<file path="src/design/atl_pkg.sv">
// Package for the tilt/low-pass block: widths, constants, CORDIC angle table
// and the controller-to-datapath command word. No dependencies.
package atl_pkg;

  localparam int CORDIC_STEPS = 16;
  localparam int ROOT_STEPS   = 24;
  localparam int STEP_W       = 5;

  localparam logic [16:0] WEIGHT_RESET = 17'd3932;
  localparam logic [16:0] WEIGHT_ONE   = 17'd65536;
  localparam logic signed [17:0] ANGLE_LIMIT = 18'sd23040;

  typedef enum logic [1:0] {
    MUL_SQA,
    MUL_SQB,
    MUL_FLO,
    MUL_FHI
  } mul_sel_e;

  typedef enum logic [1:0] {
    ACC_HOLD,
    ACC_LOAD,
    ACC_ADDHI
  } acc_op_e;

  typedef struct packed {
    logic              load_in;
    logic              phase;      // 0: roll, 1: pitch
    mul_sel_e          mul_sel;
    acc_op_e           acc_op;
    logic              root_init;
    logic              root_step;
    logic              cord_init;
    logic              cord_step;
    logic              ang_load;
    logic              diff_load;
    logic              filt_upd;
    logic              out_load;
    logic [STEP_W-1:0] idx;
  } atl_cmd_t;

  // round(atan(2^-i) in degrees * 65536)
  function automatic logic signed [24:0] atan_tab(input logic [STEP_W-1:0] i);
    logic signed [24:0] t;
    case (i)
      5'd0:    t = 25'sd2949120;
      5'd1:    t = 25'sd1740967;
      5'd2:    t = 25'sd919879;
      5'd3:    t = 25'sd466945;
      5'd4:    t = 25'sd234379;
      5'd5:    t = 25'sd117304;
      5'd6:    t = 25'sd58666;
      5'd7:    t = 25'sd29335;
      5'd8:    t = 25'sd14668;
      5'd9:    t = 25'sd7334;
      5'd10:   t = 25'sd3667;
      5'd11:   t = 25'sd1833;
      5'd12:   t = 25'sd917;
      5'd13:   t = 25'sd458;
      5'd14:   t = 25'sd229;
      5'd15:   t = 25'sd115;
      5'd16:   t = 25'sd57;
      5'd17:   t = 25'sd29;
      5'd18:   t = 25'sd14;
      5'd19:   t = 25'sd7;
      5'd20:   t = 25'sd4;
      5'd21:   t = 25'sd2;
      5'd22:   t = 25'sd1;
      default: t = 25'sd0;
    endcase
    return t;
  endfunction

endpackage

</file>
<file path="src/design/atl_ctrl.sv">
// Sequencer for the tilt/low-pass block: walks roll then pitch through the
// shared datapath. Depends on atl_pkg.
module atl_ctrl (
  input  logic            clk_i,
  input  logic            rst_ni,
  input  logic            in_valid_i,
  output logic            in_ready_o,
  output logic            out_valid_o,
  input  logic            out_ready_i,
  output atl_pkg::atl_cmd_t cmd_o
);
  import atl_pkg::*;

  localparam logic [3:0] S_IDLE  = 4'd0;
  localparam logic [3:0] S_SQA   = 4'd1;
  localparam logic [3:0] S_SQB   = 4'd2;
  localparam logic [3:0] S_SQC   = 4'd3;
  localparam logic [3:0] S_ROOT  = 4'd4;
  localparam logic [3:0] S_CINIT = 4'd5;
  localparam logic [3:0] S_CORD  = 4'd6;
  localparam logic [3:0] S_ANG   = 4'd7;
  localparam logic [3:0] S_DIFF  = 4'd8;
  localparam logic [3:0] S_FM1   = 4'd9;
  localparam logic [3:0] S_FM2   = 4'd10;
  localparam logic [3:0] S_FM3   = 4'd11;
  localparam logic [3:0] S_UPD   = 4'd12;
  localparam logic [3:0] S_OUT   = 4'd13;

  logic [3:0]        state_q, state_d;
  logic [STEP_W-1:0] cnt_q, cnt_d;
  logic              phase_q, phase_d;
  logic              ovld_q, ovld_d;
  atl_cmd_t          cmd;

  always_comb begin
    state_d = state_q;
    cnt_d   = cnt_q;
    phase_d = phase_q;
    cmd           = '0;
    cmd.mul_sel   = MUL_SQA;
    cmd.acc_op    = ACC_HOLD;
    cmd.phase     = phase_q;
    cmd.idx       = cnt_q;
    unique case (state_q)
      S_IDLE: begin
        if (in_valid_i) begin
          cmd.load_in = 1'b1;
          phase_d     = 1'b0;
          state_d     = S_SQA;
        end
      end
      S_SQA: begin
        cmd.mul_sel = MUL_SQA;
        state_d     = S_SQB;
      end
      S_SQB: begin
        cmd.mul_sel = MUL_SQB;
        cmd.acc_op  = ACC_LOAD;
        state_d     = S_SQC;
      end
      S_SQC: begin
        cmd.root_init = 1'b1;
        cnt_d         = '0;
        state_d       = S_ROOT;
      end
      S_ROOT: begin
        cmd.root_step = 1'b1;
        if (cnt_q == STEP_W'(ROOT_STEPS - 1)) begin
          state_d = S_CINIT;
        end else begin
          cnt_d = cnt_q + 1'b1;
        end
      end
      S_CINIT: begin
        cmd.cord_init = 1'b1;
        cnt_d         = '0;
        state_d       = S_CORD;
      end
      S_CORD: begin
        cmd.cord_step = 1'b1;
        if (cnt_q == STEP_W'(CORDIC_STEPS - 1)) begin
          state_d = S_ANG;
        end else begin
          cnt_d = cnt_q + 1'b1;
        end
      end
      S_ANG: begin
        cmd.ang_load = 1'b1;
        state_d      = S_DIFF;
      end
      S_DIFF: begin
        cmd.diff_load = 1'b1;
        state_d       = S_FM1;
      end
      S_FM1: begin
        cmd.mul_sel = MUL_FLO;
        state_d     = S_FM2;
      end
      S_FM2: begin
        cmd.mul_sel = MUL_FHI;
        cmd.acc_op  = ACC_LOAD;
        state_d     = S_FM3;
      end
      S_FM3: begin
        cmd.acc_op = ACC_ADDHI;
        state_d    = S_UPD;
      end
      S_UPD: begin
        cmd.filt_upd = 1'b1;
        if (!phase_q) begin
          phase_d = 1'b1;
          state_d = S_SQA;
        end else begin
          state_d = S_OUT;
        end
      end
      S_OUT: begin
        if (!ovld_q || out_ready_i) begin
          cmd.out_load = 1'b1;
          state_d      = S_IDLE;
        end
      end
      default: state_d = S_IDLE;
    endcase
  end

  always_comb begin
    ovld_d = ovld_q;
    if (cmd.out_load) begin
      ovld_d = 1'b1;
    end else if (out_ready_i) begin
      ovld_d = 1'b0;
    end
  end

  always_ff @(posedge clk_i or negedge rst_ni) begin
    if (!rst_ni) begin
      state_q <= S_IDLE;
      cnt_q   <= '0;
      phase_q <= 1'b0;
      ovld_q  <= 1'b0;
    end else begin
      state_q <= state_d;
      cnt_q   <= cnt_d;
      phase_q <= phase_d;
      ovld_q  <= ovld_d;
    end
  end

  assign in_ready_o  = (state_q == S_IDLE);
  assign out_valid_o = ovld_q;
  assign cmd_o       = cmd;

endmodule

</file>
<file path="src/design/atl_dpath.sv">
// Datapath for the tilt/low-pass block: shared multiplier, bit-serial square
// root, CORDIC vectoring unit and the two filter states. Depends on atl_pkg.
module atl_dpath (
  input  logic              clk_i,
  input  logic              rst_ni,
  input  atl_pkg::atl_cmd_t cmd_i,
  input  logic [16:0]       weight_i,
  input  logic [47:0]       in_data_i,
  output logic [31:0]       out_data_o
);
  import atl_pkg::*;

  logic signed [15:0] rx_q, ry_q, rz_q;
  logic signed [16:0] num;
  logic signed [15:0] sa;
  logic signed [17:0] w_eff, mul_a, mul_b;
  logic signed [35:0] prod_q;
  logic signed [51:0] acc_q;
  logic [47:0]        n_q;
  logic [27:0]        rem_q, rem_sh, trial;
  logic [23:0]        root_q;
  logic signed [27:0] u_q, v_q;
  logic signed [24:0] ang_acc_q;
  logic               num_zero_q, num_neg_q, root_zero_q;
  logic signed [17:0] ang_rnd;
  logic signed [15:0] angle, angle_q;
  logic signed [33:0] diff_q;
  logic signed [31:0] roll_f_q, pitch_f_q, old_f, new_f;
  logic signed [51:0] step_full;
  logic [15:0]        roll_out_q, pitch_out_q;
  logic signed [32:0] roll_r, pitch_r;

  assign num = cmd_i.phase ? -{rx_q[15], rx_q} : {ry_q[15], ry_q};
  assign sa  = cmd_i.phase ? ry_q : rx_q;
  assign w_eff = (weight_i > WEIGHT_ONE) ? {1'b0, WEIGHT_ONE} : {1'b0, weight_i};

  always_comb begin
    case (cmd_i.mul_sel)
      MUL_SQA: begin mul_a = 18'(sa);   mul_b = 18'(sa);   end
      MUL_SQB: begin mul_a = 18'(rz_q); mul_b = 18'(rz_q); end
      MUL_FLO: begin mul_a = w_eff; mul_b = {1'b0, diff_q[16:0]}; end
      MUL_FHI: begin mul_a = w_eff; mul_b = {diff_q[33], diff_q[33:17]}; end
      default: begin mul_a = '0; mul_b = '0; end
    endcase
  end

  // root step: pull two radicand bits, try the next root bit
  assign rem_sh = {rem_q[25:0], n_q[47:46]};
  assign trial  = {2'b00, root_q, 2'b01};

  // CORDIC result to Q7.8 with rounding and clamp
  always_comb begin
    ang_rnd = 18'((26'(ang_acc_q) + 26'sd128) >>> 8);
    if (num_zero_q) begin
      angle = '0;
    end else if (root_zero_q) begin
      angle = num_neg_q ? -16'(ANGLE_LIMIT) : 16'(ANGLE_LIMIT);
    end else if (ang_rnd > ANGLE_LIMIT) begin
      angle = 16'(ANGLE_LIMIT);
    end else if (ang_rnd < -ANGLE_LIMIT) begin
      angle = -16'(ANGLE_LIMIT);
    end else begin
      angle = 16'(ang_rnd);
    end
  end

  assign old_f     = cmd_i.phase ? pitch_f_q : roll_f_q;
  assign step_full = (acc_q + 52'sd32768) >>> 16;
  assign new_f     = old_f + 32'(step_full);

  assign roll_r  = 33'(roll_f_q) + 33'sd32768;
  assign pitch_r = 33'(pitch_f_q) + 33'sd32768;

  always_ff @(posedge clk_i) begin
    prod_q <= mul_a * mul_b;
    if (cmd_i.load_in) begin
      rx_q <= in_data_i[15:0];
      ry_q <= in_data_i[31:16];
      rz_q <= in_data_i[47:32];
    end
    case (cmd_i.acc_op)
      ACC_LOAD:  acc_q <= 52'(prod_q);
      ACC_ADDHI: acc_q <= acc_q + (52'(prod_q) <<< 17);
      default:   acc_q <= acc_q;
    endcase
    if (cmd_i.root_init) begin
      n_q    <= {acc_q[31:0] + prod_q[31:0], 16'h0000};
      rem_q  <= '0;
      root_q <= '0;
    end else if (cmd_i.root_step) begin
      n_q <= {n_q[45:0], 2'b00};
      if (rem_sh >= trial) begin
        rem_q  <= rem_sh - trial;
        root_q <= {root_q[22:0], 1'b1};
      end else begin
        rem_q  <= rem_sh;
        root_q <= {root_q[22:0], 1'b0};
      end
    end
    if (cmd_i.cord_init) begin
      u_q         <= {4'b0000, root_q};
      v_q         <= 28'(num) <<< 8;
      ang_acc_q   <= '0;
      num_zero_q  <= (num == '0);
      num_neg_q   <= num[16];
      root_zero_q <= (root_q == '0);
    end else if (cmd_i.cord_step) begin
      if (v_q > 0) begin
        u_q       <= u_q + (v_q >>> cmd_i.idx);
        v_q       <= v_q - (u_q >>> cmd_i.idx);
        ang_acc_q <= ang_acc_q + atan_tab(cmd_i.idx);
      end else begin
        u_q       <= u_q - (v_q >>> cmd_i.idx);
        v_q       <= v_q + (u_q >>> cmd_i.idx);
        ang_acc_q <= ang_acc_q - atan_tab(cmd_i.idx);
      end
    end
    if (cmd_i.ang_load) begin
      angle_q <= angle;
    end
    if (cmd_i.diff_load) begin
      diff_q <= (34'(angle_q) <<< 16) - 34'(old_f);
    end
    if (cmd_i.out_load) begin
      roll_out_q  <= -roll_r[31:16];
      pitch_out_q <= -pitch_r[31:16];
    end
  end

  always_ff @(posedge clk_i or negedge rst_ni) begin
    if (!rst_ni) begin
      roll_f_q  <= '0;
      pitch_f_q <= '0;
    end else if (cmd_i.filt_upd) begin
      if (cmd_i.phase) begin
        pitch_f_q <= new_f;
      end else begin
        roll_f_q <= new_f;
      end
    end
  end

  assign out_data_o = {pitch_out_q, roll_out_q};

endmodule

</file>
<file path="src/design/accel_tilt_lowpass.sv">
// Top level of the accelerometer tilt block: stream ports, APB weight
// register, sequencer and datapath. Depends on atl_pkg, atl_ctrl, atl_dpath.
//
// Takes one (x, y, z) accelerometer word and returns one word with the
// negated, low-pass filtered roll and pitch angles in signed Q7.8 degrees.
// Roll is atan2(y, sqrt(x^2+z^2)), pitch atan2(-x, sqrt(y^2+z^2)); each goes
// through new = old + w*(angle - old) with w from the filter_weight register
// (APB address 0, unsigned Q0.16, reset 0.06; values above 1.0 act as 1.0).
// The two angles run one after the other through one shared datapath: the
// squares and the root set-up, a bit-serial square root, the CORDIC set-up
// and 16 CORDIC iterations, and then rounding and filter arithmetic. A new
// word is not accepted while the previous one is in flight; the result
// goes to the output register once that register is empty or being read.
// The next word is accepted as soon as the result sits in the output
// register, even if the downstream side has not taken it yet.
module accel_tilt_lowpass (
  input  logic        clk_i,
  input  logic        rst_ni,
  // sample stream
  input  logic        s_axis_tvalid_i,
  output logic        s_axis_tready_o,
  input  logic [47:0] s_axis_tdata_i,   // raw_x[15:0], raw_y[31:16], raw_z[47:32]
  // angle stream
  output logic        m_axis_tvalid_o,
  input  logic        m_axis_tready_i,
  output logic [31:0] m_axis_tdata_o,   // roll_deg[15:0], pitch_deg[31:16]
  // configuration
  input  logic        psel,
  input  logic        penable,
  input  logic        pwrite,
  input  logic [2:0]  paddr,
  input  logic [31:0] pwdata,
  output logic [31:0] prdata,
  output logic        pready
);
  import atl_pkg::*;

  logic [16:0] weight_q;
  logic        reg_hit;
  atl_cmd_t    cmd;

  // Only register 0 exists; writes elsewhere are dropped.
  assign reg_hit = (paddr[2] == 1'b0);
  assign pready  = 1'b1;
  assign prdata  = reg_hit ? {15'h0000, weight_q} : 32'h0;

  always_ff @(posedge clk_i or negedge rst_ni) begin
    if (!rst_ni) begin
      weight_q <= WEIGHT_RESET;
    end else if (psel && penable && pwrite && pready && reg_hit) begin
      weight_q <= pwdata[16:0];
    end
  end

  atl_ctrl u_ctrl (
    .clk_i       (clk_i),
    .rst_ni      (rst_ni),
    .in_valid_i  (s_axis_tvalid_i),
    .in_ready_o  (s_axis_tready_o),
    .out_valid_o (m_axis_tvalid_o),
    .out_ready_i (m_axis_tready_i),
    .cmd_o       (cmd)
  );

  atl_dpath u_dpath (
    .clk_i      (clk_i),
    .rst_ni     (rst_ni),
    .cmd_i      (cmd),
    .weight_i   (weight_q),
    .in_data_i  (s_axis_tdata_i),
    .out_data_o (m_axis_tdata_o)
  );

endmodule

</file>
<file path="config.mk">
export PLATFORM = sky130hd
export DESIGN_NAME = accel_tilt_lowpass
export DESIGN_NICKNAME = d
export VERILOG_FILES = /design/src/design/atl_pkg.sv /design/src/design/atl_ctrl.sv /design/src/design/atl_dpath.sv /design/src/design/accel_tilt_lowpass.sv
export SDC_FILE = /design/constraint.sdc
export NUM_CORES = 2
export LEC_CHECK = 0
export BUFFER_PORTS_ARGS = -buffer_cell sky130_fd_sc_hd__buf_2
export CELL_PAD_IN_SITES_DETAIL_PLACEMENT = 1
export CELL_PAD_IN_SITES_GLOBAL_PLACEMENT = 1
export CORE_MARGIN = 2
export CORE_UTILIZATION = 54
export DETAILED_ROUTE_END_ITERATION = 8
export PLACE_DENSITY = 0.87
export SETUP_SLACK_MARGIN = 0.2
export SYNTH_ARGS = -nofsm -noshare
export SYNTH_HDL_FRONTEND = slang
export SYNTH_SLANG_ARGS = --single-unit
</file>
<file path="constraint.sdc">
create_clock -name clk_i -period 18.59 [get_ports clk_i]
set_clock_uncertainty 0.15 [all_clocks]
set_input_delay 3.718 -clock clk_i [delete_from_list [all_inputs] [get_ports clk_i]]
set_output_delay 3.718 -clock clk_i [all_outputs]
set_load 0.05 [all_outputs]
</file>
==> impl_metrics.env <==
export IMPL_ant_nets=0
export IMPL_startpoint_type="flip-flop"
export IMPL_synth_area_um2=48900
export IMPL_clkLatencyLatePin_ps=660
export IMPL_wl_per_cell_um=26.2
export IMPL_syn_inst=5378
export IMPL_final_fill_count=10300
export IMPL_grt_max_degree=69
export IMPL_ios=157
export IMPL_cp_common_cell="fa_1"
export IMPL_drt_iter0_markers=4063
export IMPL_via_per_inst=6.53
export IMPL_ys_flop_type="edfxtp_1"
export IMPL_grt_pass1_wl_um=268000
export IMPL_root_buffer="clkbuf_16"
export IMPL_rrSetupSlack_ps=7460
export IMPL_yosysUniqueCellTypes=104
export IMPL_critPathMaxFanout=47
export IMPL_r2r_end="u_dpath.prod_q[35]$_DFF_P_"
export IMPL_fmax_mhz=89.8
export IMPL_fin_setup_tns_ps=0
export IMPL_layout_min_cycle_time_ps=11130
export IMPL_yosysTopAreaCellShare=0.157
export IMPL_setup_violations=0
export IMPL_grt_overflow=0
export IMPL_cts_hold_buf=0
export IMPL_wl_um=173000
export IMPL_avgSynthCellArea_um2=9.09
export IMPL_grt_pass1_vias=46200
export IMPL_firstDrtPassIters=6
export IMPL_path_clk_slew_ps=70
export IMPL_rsz0062_at_grt="no"
export IMPL_ys_seq_area_frac=0.255
export IMPL_relSlewSlack=0.118
export IMPL_worstSetupPathType="flip-flop to flip-flop"
export IMPL_outcome="finished, final reports clean"
export IMPL_ys_ff_latch=471
export IMPL_cts_buffers=55
export IMPL_synth_edf_count=256
export IMPL_vias=43200
export IMPL_hold_path_startpoint="u_dpath.rem_q[0]$_SDFFE_PP0P_"
export IMPL_row_count=110
export IMPL_syn2layout_area_growth_pct=7.38
export IMPL_setup_worst_path_end_class="flip-flop"
export IMPL_die_h_um=305
export IMPL_finalWeightedCongestion=0.964
export IMPL_drive_gt1_frac=0.102
export IMPL_tightest_slew_ps=1320
export IMPL_finalCritPeriodShare=0.599
export IMPL_die_w_um=305
export IMPL_critPathArrivalTime_ps=11550
export IMPL_reg2reg_depth=26
export IMPL_yosys_warnings=0
export IMPL_max_cap_violations=0
export IMPL_cpPeakStageDelay_ps=850
export IMPL_track_usage=0.368
export IMPL_cts_max_level=2
export IMPL_clock_sinks=471
export IMPL_drcViolationCount=0
export IMPL_synth_area_leader_cell="edfxtp_1"
export IMPL_nNetsFinal=6142
export IMPL_cts_resized=0
export IMPL_portBuffers=123
export IMPL_cts_post_setup_buffers_inserted=0
export IMPL_synth_async_reset_ratio=0.195
export IMPL_grt_antenna_before_repair=3
export IMPL_slew_viol_final=0
export IMPL_core_area_um2=89900
export IMPL_critPathRequiredTime_ps=19010
export IMPL_hold_violations=0
export IMPL_initial_core_util=0.544
export IMPL_cpMaxStageDelayCell="dfrtp_4"
export IMPL_hpwl_um=131000
export IMPL_hold_depth=2
export IMPL_reg2reg_from="u_ctrl.phase_q$_DFFE_PN0P_"
export IMPL_cts_buffer_depth=3
export IMPL_die_area_um2=93000
export IMPL_synth_area_leaders="edfxtp_1 (16%), fa_1 (14%), ha_1 (8.3%)"
export IMPL_hold_path_class="flip-flop to flip-flop"
export IMPL_tritoncts="built"
export IMPL_min_to="u_dpath.rem_q[0]$_SDFFE_PP0P_"
-- synth_stat cells (all sizes together) (23+ instances only) --
master	n
nor2	444
o211ai	29
mux2	142
o21bai	25
nand4	44
a21boi	24
and2	45
o31ai	25
dfxtp	123
xnor2	260
a22oi	23
xor2	151
mux4	57
nand3	104
a211oi	40
or3	29
fa	336
a21o	109
and3	53
nor4	41
nand2	506
a21oi	313
dfrtp	84
o22ai	54
o21ai	260
or2	25
o21a	43
inv	538
a31oi	33
ha	325
nor2b	79
clkbuf	169
nand2b	77
nor3	87
buf	67
edfxtp	256
mux2i	115
-- logic make-up after synthesis --
logic type                 count (synthesis)  share of synthesized area
and+or+nand+nor                         1603                      0.156
AOI/OAI and AO/OA                       1140                      0.150
buffers and inverters                    776                     0.0624
adders and majority gates                661                      0.221
DFF                                      471                      0.255
xor gates and xnor gates                 411                     0.0736
muxes                                    314                     0.0831
other                                      2                   0.000154
-- area by class of cell --
type / instances / area, um2 / share of cell area
Tap cell: 1176 / 1470 / 0.0280
Inverter: 540 / 2030 / 0.0386
Antenna cell: 3 / 7.51 / 0.000143
Multi-Input combinational cell: 4145 / 33500 / 0.638
Clock inverter: 33 / 429 / 0.00817
Timing Repair Buffer: 178 / 1030 / 0.0196
Sequential cell: 471 / 12500 / 0.238
Clock buffer: 71 / 1560 / 0.0297
-- stage by stage --
stage                     worst slack [ps]  utilization  cells  hold slack, ps  cell area, um2
final                                 7460        0.584   6617             330           52500
after global routing                  7060        0.584   6615             350           52500
after CTS                             7630        0.584   6614             328           52500
after detailed placement              7620        0.562   6510             320           50500
after global placement                7990        0.562   6510             302           50500
after floorplan                       9630            -   5392             286           49000
-- layout by cell type (no fill, tap or decap), types with 19 or more instances in the layout --
cell type and n:
nand3_1 102, a22oi_1 23, or2_2 24, o21bai_1 25
ha_1 325, and2_1 43, nor3_1 81, fa_1 336
o22ai_1 54, mux4_2 53, inv_1 534, buf_4 56
dfxtp_1 123, a21boi_0 19, a31oi_1 33, a211oi_1 39
dfrtp_1 78, edfxtp_1 256, nand4_1 44, a21oi_1 312
nand2b_1 77, o21ai_0 251, xnor2_1 260, nor2b_1 79
buf_2 122, or3_1 27, a21o_1 109, o21a_1 43
mux2_2 141, clkbuf_16 57, and3_1 53, nor2_1 439
mux2i_1 114, nand2_1 506, o211ai_1 29, nor4_1 40
xor2_1 151, o31ai_1 24
-- state kept, by name (all words and copies together), names as in the netlist, 4 cells and up --
name and count:
u_dpath.n_q 32, u_dpath.acc_q 48, u_dpath.root_q 24, u_dpath.pitch_out_q 16
u_dpath.ry_q 16, u_dpath.rz_q 16, u_dpath.u_q 28, u_dpath.diff_q 33
u_dpath.prod_q 36, u_dpath.angle_q 16, u_dpath.roll_out_q 16, u_ctrl.cnt_q 5
weight_q 17, u_ctrl.state_q 4, u_dpath.rx_q 16, u_dpath.roll_f_q 32
u_dpath.rem_q 26, u_dpath.pitch_f_q 32, u_dpath.v_q 28, u_dpath.ang_acc_q 25
-- worst max path at each step --
| stage | slack [ps] | endpoint | from | cells after the start |
|---|---|---|---|---|
| 6_report | 7460 | u_dpath.prod_q[35]$_DFF_P_ | u_ctrl.phase_q$_DFFE_PN0P_ | 26 |
| 5_1_grt | 7060 | u_dpath.prod_q[35]$_DFF_P_ | u_ctrl.phase_q$_DFFE_PN0P_ | 28 |
| 4_1_cts | 7630 | u_dpath.prod_q[35]$_DFF_P_ | u_ctrl.phase_q$_DFFE_PN0P_ | 28 |
| 3_5_place_dp | 7620 | u_dpath.prod_q[35]$_DFF_P_ | u_ctrl.phase_q$_DFFE_PN0P_ | 28 |
| 3_3_place_gp | 7990 | u_dpath.prod_q[35]$_DFF_P_ | u_ctrl.phase_q$_DFFE_PN0P_ | 28 |
| 2_1_floorplan | 9630 | u_dpath.prod_q[35]$_DFF_P_ | u_ctrl.phase_q$_DFFE_PN0P_ | 29 |
-- critical path: cells and delay by family, from the launching register on --
kind,cells,cell delay [ps]
AO/OA/AOI/OAI,6,2640
XOR/XNOR,1,180
adder cells (fa/ha/maj),7,3490
buffers and inverters,7,2060
flip-flops,1,850
AND/OR/NAND/NOR,5,1640
-- routing by layer --
metal  GRT usage  share of wire  up-vias
met4       0.174          0.054        2
met2       0.606           0.47     2147
met3      0.0854          0.092      597
met1       0.456           0.38    21700
met5     0.00310       0.000075        -
li1            -              -    18800
Power is not shown: default switching activity piles up to over one toggle a cycle in this logic, so the estimate is an artifact.
